--- config.mk ---
export PLATFORM = sky130hd
export DESIGN_NAME = nla_ram
export DESIGN_NICKNAME = d
export VERILOG_FILES = /design/src/rtl/nla_ram.sv
export SDC_FILE = /design/constraint.sdc
export NUM_CORES = 2
export LEC_CHECK = 0
export BUFFER_PORTS_ARGS = -buffer_cell sky130_fd_sc_hd__buf_2
export CAP_MARGIN = 20
export CORE_MARGIN = 2
export CORE_UTILIZATION = 45
export CTS_BUF_LIST = sky130_fd_sc_hd__clkbuf_8
export DETAILED_ROUTE_END_ITERATION = 8
export HOLD_SLACK_MARGIN = 0.06
export PLACE_DENSITY = 0.59
export SLEW_MARGIN = 25
export SYNTH_ARGS = -nofsm -noshare
export SYNTH_HDL_FRONTEND = slang
export SYNTH_SLANG_ARGS = --single-unit
--- constraint.sdc ---
create_clock -name clock -period 10.98 [get_ports clock]
set_input_delay 1.098 -clock clock [delete_from_list [all_inputs] [get_ports clock]]
set_output_delay 1.098 -clock clock [all_outputs]
set_load 0.02 [all_outputs]
--- src/rtl/nla_ram.sv ---
module nla_ram #(
   parameter int WIDTH = 64,
   parameter int DEPTH = 64,
   localparam int AW = (DEPTH > 1) ? $clog2(DEPTH) : 1
) (
   input  logic             clock,
   input  logic             wr_en,
   input  logic [AW-1:0]    wr_addr,
   input  logic [WIDTH-1:0] wr_data,
   input  logic [AW-1:0]    rd_addr,
   output logic [WIDTH-1:0] rd_data
);

   logic [WIDTH-1:0] mem [DEPTH];
   logic [WIDTH-1:0] rd_data_ff;

   // One write port and one read port with a registered read.
   always_ff @(posedge clock) begin
      if (wr_en) begin
         mem[wr_addr] <= wr_data;
      end
      rd_data_ff <= mem[rd_addr];
   end

   assign rd_data = rd_data_ff;

endmodule

==> impl_summary.log <==
[metrics] area share of the largest cell type after synthesis: 78.7%
[metrics] longest individual stage delay on the worst path: 0.68 ns
[metrics] instance count of the mapped netlist: 6598
[metrics] combined buffer and inverter count along the critical path: 3
[metrics] final setup TNS: 0 ns
[metrics] cell chain of the critical path: buf_8 -> buf_12 -> buf_12 -> mux4_2 -> or3_1 -> a41oi_1 -> a211oi_1
[metrics] Clock Tree Buf Depth: 4
[metrics] distinct cell type count of the synthesized netlist: 33
[metrics] kind of start point of the critical path: primary input
[metrics] overflow left after global routing: 0
[metrics] Yosys Warn Count: 0
[metrics] top-count cell post-synth: edfxtp_1
[metrics] cell repeated most along the worst path: buf_12
[metrics] GPL Wtd Cong: 0.775
[metrics] worst-path maximum fanout: 127
[metrics] outcome: complete, no violations
[metrics] delay-heaviest family, CP: buffers and inverters
[metrics] number of ports placed on the die boundary: 142
[metrics] power density over the cells: 179 nW/µm²
[metrics] endpoints failing setup: 0
[metrics] number of global-route vias before repair: 78274
[metrics] number of max-slew violations in the final report: 0
[metrics] dominant cell type by area after synthesis: edfxtp_1
[metrics] top cell types by occurrence after synthesis: edfxtp_1, mux4_2, buf_2
[metrics] main area contributors after synthesis: edfxtp_1, mux4_2, mux2i_1
[metrics] Clock Tree Root: clkbuf_8
[metrics] path class of the lowest-slack min-delay path: primary input to flop
[metrics] post-detailed-routing wire length: 448 mm
[metrics] total design power: 31500 µW
[metrics] required time of the worst setup path: 12.02 ns
[metrics] number of flops mapped to enable cells by yosys: 4096
[metrics] fraction of layout instances using a drive strength above 1: 29.4%
[metrics] count of nets after finishing: 7329
[metrics] number of violations of the max-capacitance limit: 0
[metrics] clock network latency to the later pin of the worst-skew pair: 1.24 ns
[metrics] highest achievable clock rate: 250 MHz
[metrics] number of sinks handled by clock tree synthesis: 4160
[metrics] DRT antenna net count: 0
[metrics] number of rows in the core area: 216
[metrics] first-pass iteration count of the detailed router: 5
[metrics] die width: 593 µm
[metrics] height of the die: 593 µm
[metrics] number of nets in the synthesized netlist: 6676
[metrics] total number of vias: 77156
[metrics] DR DRC count: 0
[metrics] number of buffers created by CTS: 670
[metrics] hold-critical path depth: 1
[metrics] shortest clock period the worst path allows after layout: 4.00 ns
[metrics] drt first-iter violations: 10267
[metrics] antenna violations before repair: 34
[metrics] number of levels the H-tree was split into: 6
[metrics] clock transition at the registers of the reported paths: 0.06 ns
[metrics] number of port buffers: 141
[metrics] RSZ-0062 raised after global routing: false
[metrics] crit path kind: primary input to flop
[metrics] Final Hold Slack: 0.284 ns
[metrics] effective utilization at floorplan: 45.2%
[metrics] area added between synthesis and finish: 12.4%
[metrics] Resized cells post-CTS: 0
[metrics] overall fraction of global-route tracks in use: 25.1%
[metrics] Tcrit/Tclk final: 36.5%
[metrics] synthesized cell area: 156000 µm²
[metrics] global-route wire length before repair: 619 mm
[metrics] Crit-path slowest cell: buf_12
[metrics] post-synthesis register bit count: 4160
[metrics] Hold Violations, Final: 0
[metrics] number of stages on the worst setup path: 7
[metrics] area of the core region: 346000 µm²
[metrics] worst reg-to-reg path cell count: 5
[metrics] hold buffer count at CTS: 0
[metrics] largest vdd supply drop: 122 µV
[metrics] post-DP HPWL: 228 mm
[metrics] DIE AREA: 352000 µm²
[metrics] filler cell count in the final layout: 27128
[metrics] Wirelength per Cell: 36.2 µm
[metrics] arrival time reported for the critical path endpoint: 5.05 ns
[metrics] Post-synth top flop: edfxtp_1
[metrics] Slew @ Worst Pin: 1.15 ns
[metrics] kind of capture point of the worst setup path: flop
[metrics] post-synthesis sequential area ratio: 79.5%
[metrics] worst slew slack as a fraction of its limit: 23.4%
[metrics] share of synthesized registers carrying an async set or reset: 0%
[metrics] average cell area after synthesis: 23.7 µm²
[metrics] pin count of the biggest net entering global routing: 128
[metrics] TritonCTS clock tree: yes
[metrics] leakage power summed over all cells: 0.0555 µW
[metrics] Post-Route Skew: 0.0517 ns
[metrics] Post-CTS Repair Setup Buffers: 0
[metrics] vias per inst: 6.24
==> final timing paths <==
kind / startpoint / end / slack (ns)
worst min register to register: mem[20][61]$_DFFE_PP_ / rd_data[61]$_DFF_P_ / 0.82
worst max-delay path: rd_addr[1] / rd_data[29]$_DFF_P_ / 6.98
worst min-delay path: wr_data[7] / mem[31][7]$_DFFE_PP_ / 0.28
worst max register to register: mem[13][14]$_DFFE_PP_ / rd_data[14]$_DFF_P_ / 8.79
==> power breakdown <==
part / internal, µW / switching, µW
sequential: 17600 / 79.3
combinational: 546 / 989
clock: 6110 / 6160
==> cell families (layout without fill, tap and decap cells) <==
group | Yosys count | count (layout) | share of synthesized area [%]
mux | 1159 | 1159 | 15.6
simple gates | 386 | 386 | 1.24
flops | 4160 | 4160 | 79.5
buf+inv | 389 | 1568 | 1.18
compound gates | 504 | 504 | 2.48
other cells | 0 | 12 | 0
==> final cells by class <==
class,instances,area [µm²],share of cell area [%]
Tap cell,4578,5730,3.26
Timing Repair Buffer,351,2770,1.58
Clock buffer,694,9550,5.43
Sequential cell,4160,124000,70.7
Antenna cell,12,30.0,0.0171
Clock inverter,504,2590,1.47
Multi-Input combinational cell,2049,30800,17.5
Inverter,19,71.3,0.0406
==> registers in the layout, indices dropped and copies added (netlist names) <==
| register | cells |
|---|---|
| mem | 4096 |
| rd_data | 64 |
==> metal layers <==
layer	GRT usage [%]	up-vias	part of all wire (%)
met5	0	-	0.0040
met4	7.07	4	2.8
li1	-	29920	-
met3	4.21	710	8.1
met1	34.8	42714	40
met2	41.4	3808	49
==> stage by stage <==
stage	std cells	instance area (µm²)	util [%]	setup slack (ns)
global placement	11153	163000	47.2	5.82
floorplan	6598	156000	-	4.45
global route	12358	176000	50.8	6.83
CTS	12353	176000	50.8	7.10
detailed placement	11155	163000	47.3	5.81
finish	12367	176000	50.8	6.98
==> placed cells by master (no fill, tap or decap), types with 63 or more instances in the layout <==
master	netlist	final
mux2i_1	135	135
mux4_2	1024	1024
nor2_4	0	65
clkinv_1	0	159
a22oi_1	168	168
and3_1	64	64
a22o_1	88	88
inv_1	19	258
a211oi_1	63	63
buf_2	170	88
clkbuf_8	0	694
buf_4	34	232
o22ai_1	83	83
edfxtp_1	4096	4096
dfxtp_1	64	64
Power figures use the tool's default switching activity.
