<file path="config.mk">
export PLATFORM = sky130hd
export DESIGN_NAME = nla_dist
export DESIGN_NICKNAME = d
export VERILOG_FILES = /design/src/rtl/nla_pkg.sv /design/src/rtl/nla_dist.sv
export SDC_FILE = /design/constraint.sdc
export NUM_CORES = 2
export LEC_CHECK = 0
export BUFFER_PORTS_ARGS = -buffer_cell sky130_fd_sc_hd__buf_2
export CORE_MARGIN = 2
export CORE_UTILIZATION = 35
export CTS_CLUSTER_DIAMETER = 80
export CTS_CLUSTER_SIZE = 10
export DETAILED_ROUTE_END_ITERATION = 12
export HOLD_SLACK_MARGIN = 0.05
export PLACE_DENSITY_LB_ADDON = 0.2
export SYNTH_ARGS = -nofsm -noshare
export SYNTH_HDL_FRONTEND = slang
export SYNTH_SLANG_ARGS = --single-unit
export TNS_END_PERCENT = 5
</file>
<file path="constraint.sdc">
create_clock -name clock -period 16.2 [get_ports clock]
set_input_delay 1.62 -clock clock [delete_from_list [all_inputs] [get_ports clock]]
set_output_delay 1.62 -clock clock [all_outputs]
set_load 0.005 [all_outputs]
</file>
<file path="src/rtl/nla_pkg.sv">
package nla_pkg;

   // Request codes carried on req_type.
   typedef enum logic [1:0] {
      REQ_CLEAR = 2'd0,
      REQ_LOAD  = 2'd1,
      REQ_QUERY = 2'd2,
      REQ_NONE  = 2'd3
   } req_code_type;

   localparam int ID_W   = 16;
   localparam int POS_W  = 24;
   localparam int DIFF_W = POS_W + 1;
   localparam int SQ_W   = 2 * POS_W + 1;
   localparam int DIST_W = 50;

   // One landmark as it is stored in the table memory.
   typedef struct packed {
      logic [ID_W-1:0]         id;
      logic signed [POS_W-1:0] x;
      logic signed [POS_W-1:0] y;
   } entry_type;

   localparam int ENTRY_W = $bits(entry_type);

   // Control that travels beside each entry through the distance pipeline.
   typedef struct packed {
      logic valid;
      logic last;
   } pipe_ctl_type;

endpackage

</file>
<file path="src/rtl/nla_dist.sv">
module nla_dist (
   input  logic                                clock,
   input  logic                                reset,
   input  nla_pkg::pipe_ctl_type               in_ctl,
   input  nla_pkg::entry_type                  entry,
   input  logic signed [nla_pkg::POS_W-1:0]    obs_x,
   input  logic signed [nla_pkg::POS_W-1:0]    obs_y,
   output nla_pkg::pipe_ctl_type               out_ctl,
   output logic [nla_pkg::ID_W-1:0]            out_id,
   output logic [nla_pkg::DIST_W-1:0]          out_dist
);

   nla_pkg::pipe_ctl_type                ctl1_ff, ctl2_ff;
   logic signed [nla_pkg::DIFF_W-1:0]    dx_ff, dy_ff;
   logic signed [nla_pkg::DIFF_W-1:0]    dx_in, dy_in;
   logic signed [2*nla_pkg::DIFF_W-1:0]  px, py;
   logic [nla_pkg::SQ_W-1:0]             sqx_ff, sqy_ff;
   logic [nla_pkg::ID_W-1:0]             id1_ff, id2_ff;

   // Stage one: coordinate differences, sign extended by one bit.
   assign dx_in = {obs_x[nla_pkg::POS_W-1], obs_x} - {entry.x[nla_pkg::POS_W-1], entry.x};
   assign dy_in = {obs_y[nla_pkg::POS_W-1], obs_y} - {entry.y[nla_pkg::POS_W-1], entry.y};

   // Stage two: squares. Each is non-negative and below 2^48.
   assign px = dx_ff * dx_ff;
   assign py = dy_ff * dy_ff;

   // Pipeline valid bits.
   always_ff @(posedge clock) begin
      if (reset) begin
         ctl1_ff <= '0;
         ctl2_ff <= '0;
      end else begin
         ctl1_ff <= in_ctl;
         ctl2_ff <= ctl1_ff;
      end
   end

   // Pipeline payload.
   always_ff @(posedge clock) begin
      dx_ff  <= dx_in;
      dy_ff  <= dy_in;
      id1_ff <= entry.id;
      sqx_ff <= px[nla_pkg::SQ_W-1:0];
      sqy_ff <= py[nla_pkg::SQ_W-1:0];
      id2_ff <= id1_ff;
   end

   assign out_ctl  = ctl2_ff;
   assign out_id   = id2_ff;
   assign out_dist = nla_pkg::DIST_W'(sqx_ff) + nla_pkg::DIST_W'(sqy_ff);

endmodule

</file>
==> impl_summary.txt <==
----------------------------------------------------
[Synthesis]
  Synth Area per Inst ... 9.51 sq um
  Share of Yosys cell area claimed by the top area cell type ... 48.8%
  EDFF count, synth ... 0
  Flop and latch count out of synthesis ... 182
  Leading cell types by total area after synthesis ... sky130_fd_sc_hd__fa_1, sky130_fd_sc_hd__inv_1, sky130_fd_sc_hd__ha_1, sky130_fd_sc_hd__dfxtp_1, sky130_fd_sc_hd__nand2_1
  Post-synthesis cell area ... 0.0491 sq mm
  Syn_nets ... 6874
  Cell taking the most area after synthesis ... sky130_fd_sc_hd__fa_1
  Fraction of synthesis flops using an asynchronous set or reset pin ... 0%
  Proportion of synthesized chip area in sequential cells ... 7.42%
  Number of warnings reported in the yosys synthesis log ... 0
  Number of library cell types mapped by synthesis ... 86
  Count of mapped cells out of synthesis ... 5164
  Most common flop cell mapped by yosys ... sky130_fd_sc_hd__dfxtp_1

[Critical path]
  Cell with the most instances on the worst path ... sky130_fd_sc_hd__fa_1
  Buffering stage count on the worst path with inverters included ... 5
  Worst-path cell chain ... clkinv_1 -> nor2_1 -> inv_1 -> fa_1 -> inv_1 -> fa_1 -> fa_1 -> fa_1 -> fa_1 -> fa_1 -> inv_1 -> fa_1 -> inv_1 -> ha_1 -> nand4_1 -> or3_1 -> nor4_1 -> a2111oi_2 -> a21oi_2 -> a21oi_2 -> a21oi_1 -> o211ai_1 -> a211oi_2
  Critical Path Start Type ... register
  Critical Setup Path Class ... reg2reg
  Largest delay contributor family on the critical path ... adder cells
  Critical Path End Type ... register
  Largest incremental delay on the critical path ... 0.95 ns
  Crit-path slowest cell ... sky130_fd_sc_hd__dfxtp_1
  Crit path max fanout ... 20
  CP required ... 16.65 ns
  Arrival time at the worst endpoint ... 9.38 ns

[CTS]
  CTS resizes ... 0
  Number of buffers inserted to repair setup after CTS ... 0
  Insertion delay to the later sink of the worst-skew pair ... 0.53 ns
  Number of clock buffers inserted by TritonCTS ... 17
  Number of sinks driven by the clock tree ... 182
  H-tree levels ... 4
  Clock-pin slew reported for the worst setup and hold paths after clock tree synthesis ... 0.08 ns
  Max Buffers Root-to-Sink ... 2
  TritonCTS clock tree ... yes
  Total of hold buffers inserted after clock tree synthesis ... 0
  Clk Tree Root Cell ... sky130_fd_sc_hd__clkbuf_16

[Status]
  Outcome ... complete, no violations

[STA]
  Max frequency ... 112 MHz
  Final hold violation count ... 0
  RSZ-0062 raised after global routing ... no
  Final count of pins violating max slew ... 0
  Period Utilization, post-route ... 55.1%
  Measured slew at the worst slew-check pin ... 1.01 ns
  Total Neg Setup Slack ... 0 ns
  Number of setup violations in the final report ... 0
  Slew Limit Headroom ... 32.4%
  Crit path time final ... 8.93 ns
  Final setup skew ... 0.0197 ns
  Post-layout worst setup margin ... 7.27 ns

[Floorplanning]
  Floorplan Core Area ... 0.139 sq mm
  Die width ... 379 microns
  Ports placed on the boundary ... 184
  Die area ... 0.143 sq mm
  Height of the chip ... 379 microns
  Initial core utilization ... 35.2%
  Std cell rows ... 137

[Final layout]
  Most common cell after layout, fill and taps aside ... sky130_fd_sc_hd__inv_1
  Fraction of final layout cells sized beyond drive strength 1 ... 5.81%
  Count of nets after finishing ... 6983
  Post-layout utilization of the core ... 37.9%
  Filler cells ... 14200
  Commonest cells after routing, fill and taps aside ... sky130_fd_sc_hd__inv_1, sky130_fd_sc_hd__fa_1, sky130_fd_sc_hd__nand2_1
  Area grow syn2layout ... 7.39%

[Global route]
  GRT Util Overall ... 18.4%
  Antenna violations before repair ... 2
  Residual overflow from global routing ... 0
  Largest net degree at the start of global routing ... 49
  Wire length of the first global-routing pass ... 203 mm
  Number of global-route vias before repair ... 37000

[Min path]
  Worst hold path type ... reg2reg

[Placed design]
  Number of buffers added on ports ... 183
  Placer Congestion ... 0.843
  Placed wire-length estimate after detailed placement ... 102 mm
  Post-placement worst setup slack ... 7.41 ns

[Run]
  Max-cap viol count ... 0

[Route]
  Post-DR wirelength/cell ... 17.3 microns
  Number of nets with antenna violations after detailed routing ... 0
  Via total after detailed routing ... 33500
  Drt first pass iters ... 6
  Post-route DRC violation count ... 0
  Vias per cell ... 4.68
  Detailed router's first-iteration violation count ... 1496
  Detailed Route WL ... 124 mm

----------------------------------------------------
## cell usage after synthesis, types with 9 or more instances
| master | instances |
|---|---|
| sky130_fd_sc_hd__o21ai_0 | 87 |
| sky130_fd_sc_hd__fa_1 | 1198 |
| sky130_fd_sc_hd__nor3_1 | 38 |
| sky130_fd_sc_hd__clkbuf_1 | 132 |
| sky130_fd_sc_hd__nor2b_1 | 58 |
| sky130_fd_sc_hd__a21oi_1 | 152 |
| sky130_fd_sc_hd__nand2b_1 | 26 |
| sky130_fd_sc_hd__a221oi_1 | 9 |
| sky130_fd_sc_hd__or2_2 | 10 |
| sky130_fd_sc_hd__o21a_1 | 19 |
| sky130_fd_sc_hd__a31oi_1 | 14 |
| sky130_fd_sc_hd__nand3_1 | 37 |
| sky130_fd_sc_hd__a211o_1 | 11 |
| sky130_fd_sc_hd__nor2_1 | 147 |
| sky130_fd_sc_hd__a21o_1 | 87 |
| sky130_fd_sc_hd__o21bai_1 | 16 |
| sky130_fd_sc_hd__a211oi_1 | 18 |
| sky130_fd_sc_hd__dfxtp_1 | 182 |
| sky130_fd_sc_hd__xnor2_1 | 130 |
| sky130_fd_sc_hd__o31ai_1 | 10 |
| sky130_fd_sc_hd__nand2_1 | 418 |
| sky130_fd_sc_hd__nand4_1 | 21 |
| sky130_fd_sc_hd__and3_1 | 16 |
| sky130_fd_sc_hd__xor2_1 | 72 |
| sky130_fd_sc_hd__a31o_2 | 9 |
| sky130_fd_sc_hd__ha_1 | 396 |
| sky130_fd_sc_hd__inv_1 | 1465 |
| sky130_fd_sc_hd__and2_1 | 250 |
## registers in the layout (all words and copies together) (netlist names)
signal / cells
out_id: 16
ctl1_ff: 2
out_ctl: 2
dy_ff: 25
sqx_ff: 48
dx_ff: 25
id1_ff: 16
sqy_ff: 48
## area by class of cell
type	count	area (sq um)	area share [%]
antenna	2	5.00	0.00949
clock buffer	19	453	0.859
clock inverter	11	88.8	0.168
inverter	1468	5510	10.4
multi-input combinational	3375	39400	74.8
sequential	182	3650	6.91
tap	1876	2350	4.45
timing repair buffer	229	1260	2.39
## cell families (layout without fill, tap and decap cells)
family                     after synthesis  after routing  synth area share (%)
adders and majority gates             1594           1594                  58.9
muxes                                    3              3                0.0611
xor gates and xnor gates               202            202                  3.60
AOI/OAI and AO/OA                      528            528                  7.37
and+or+nand+nor                       1048           1048                  10.4
other                                    0              2                     0
buffers and inverters                 1607           1727                  12.3
DFF                                    182            182                  7.42
## metrics by stage
step | std cells | cell area (sq um) | hold WS (ns)
detailed placement | 7130 | 52200 | 0.312
finish | 7162 | 52800 | 0.328
CTS | 7160 | 52700 | 0.329
floorplan | 5164 | 49100 | 0.310
global placement | 7130 | 52200 | 0.309
global route | 7160 | 52700 | 0.337
## layer usage
layer | GRT usage, % | vias to the layer above | wire length, microns
met4 | 3.68 | 0 | 1910
met3 | 1.93 | 88 | 3820
met5 | 0 | - | 0
li1 | - | 15500 | -
met2 | 31.5 | 465 | 61400
met1 | 25.2 | 17400 | 56500
## final timing paths
check	startpoint	slack [ns]	cells after the start	endpoint
max	dx_ff[9]	7.27	23	sqx_ff[48]
min	id1_ff[14]	0.33	0	out_id[14]
max reg2reg	dx_ff[9]	7.27	23	sqx_ff[48]
min reg2reg	id1_ff[14]	0.33	0	out_id[14]
Power is left out: the tool's default activity adds up to more than one toggle a clock period on the data nets, which glitch-free logic cannot reach.
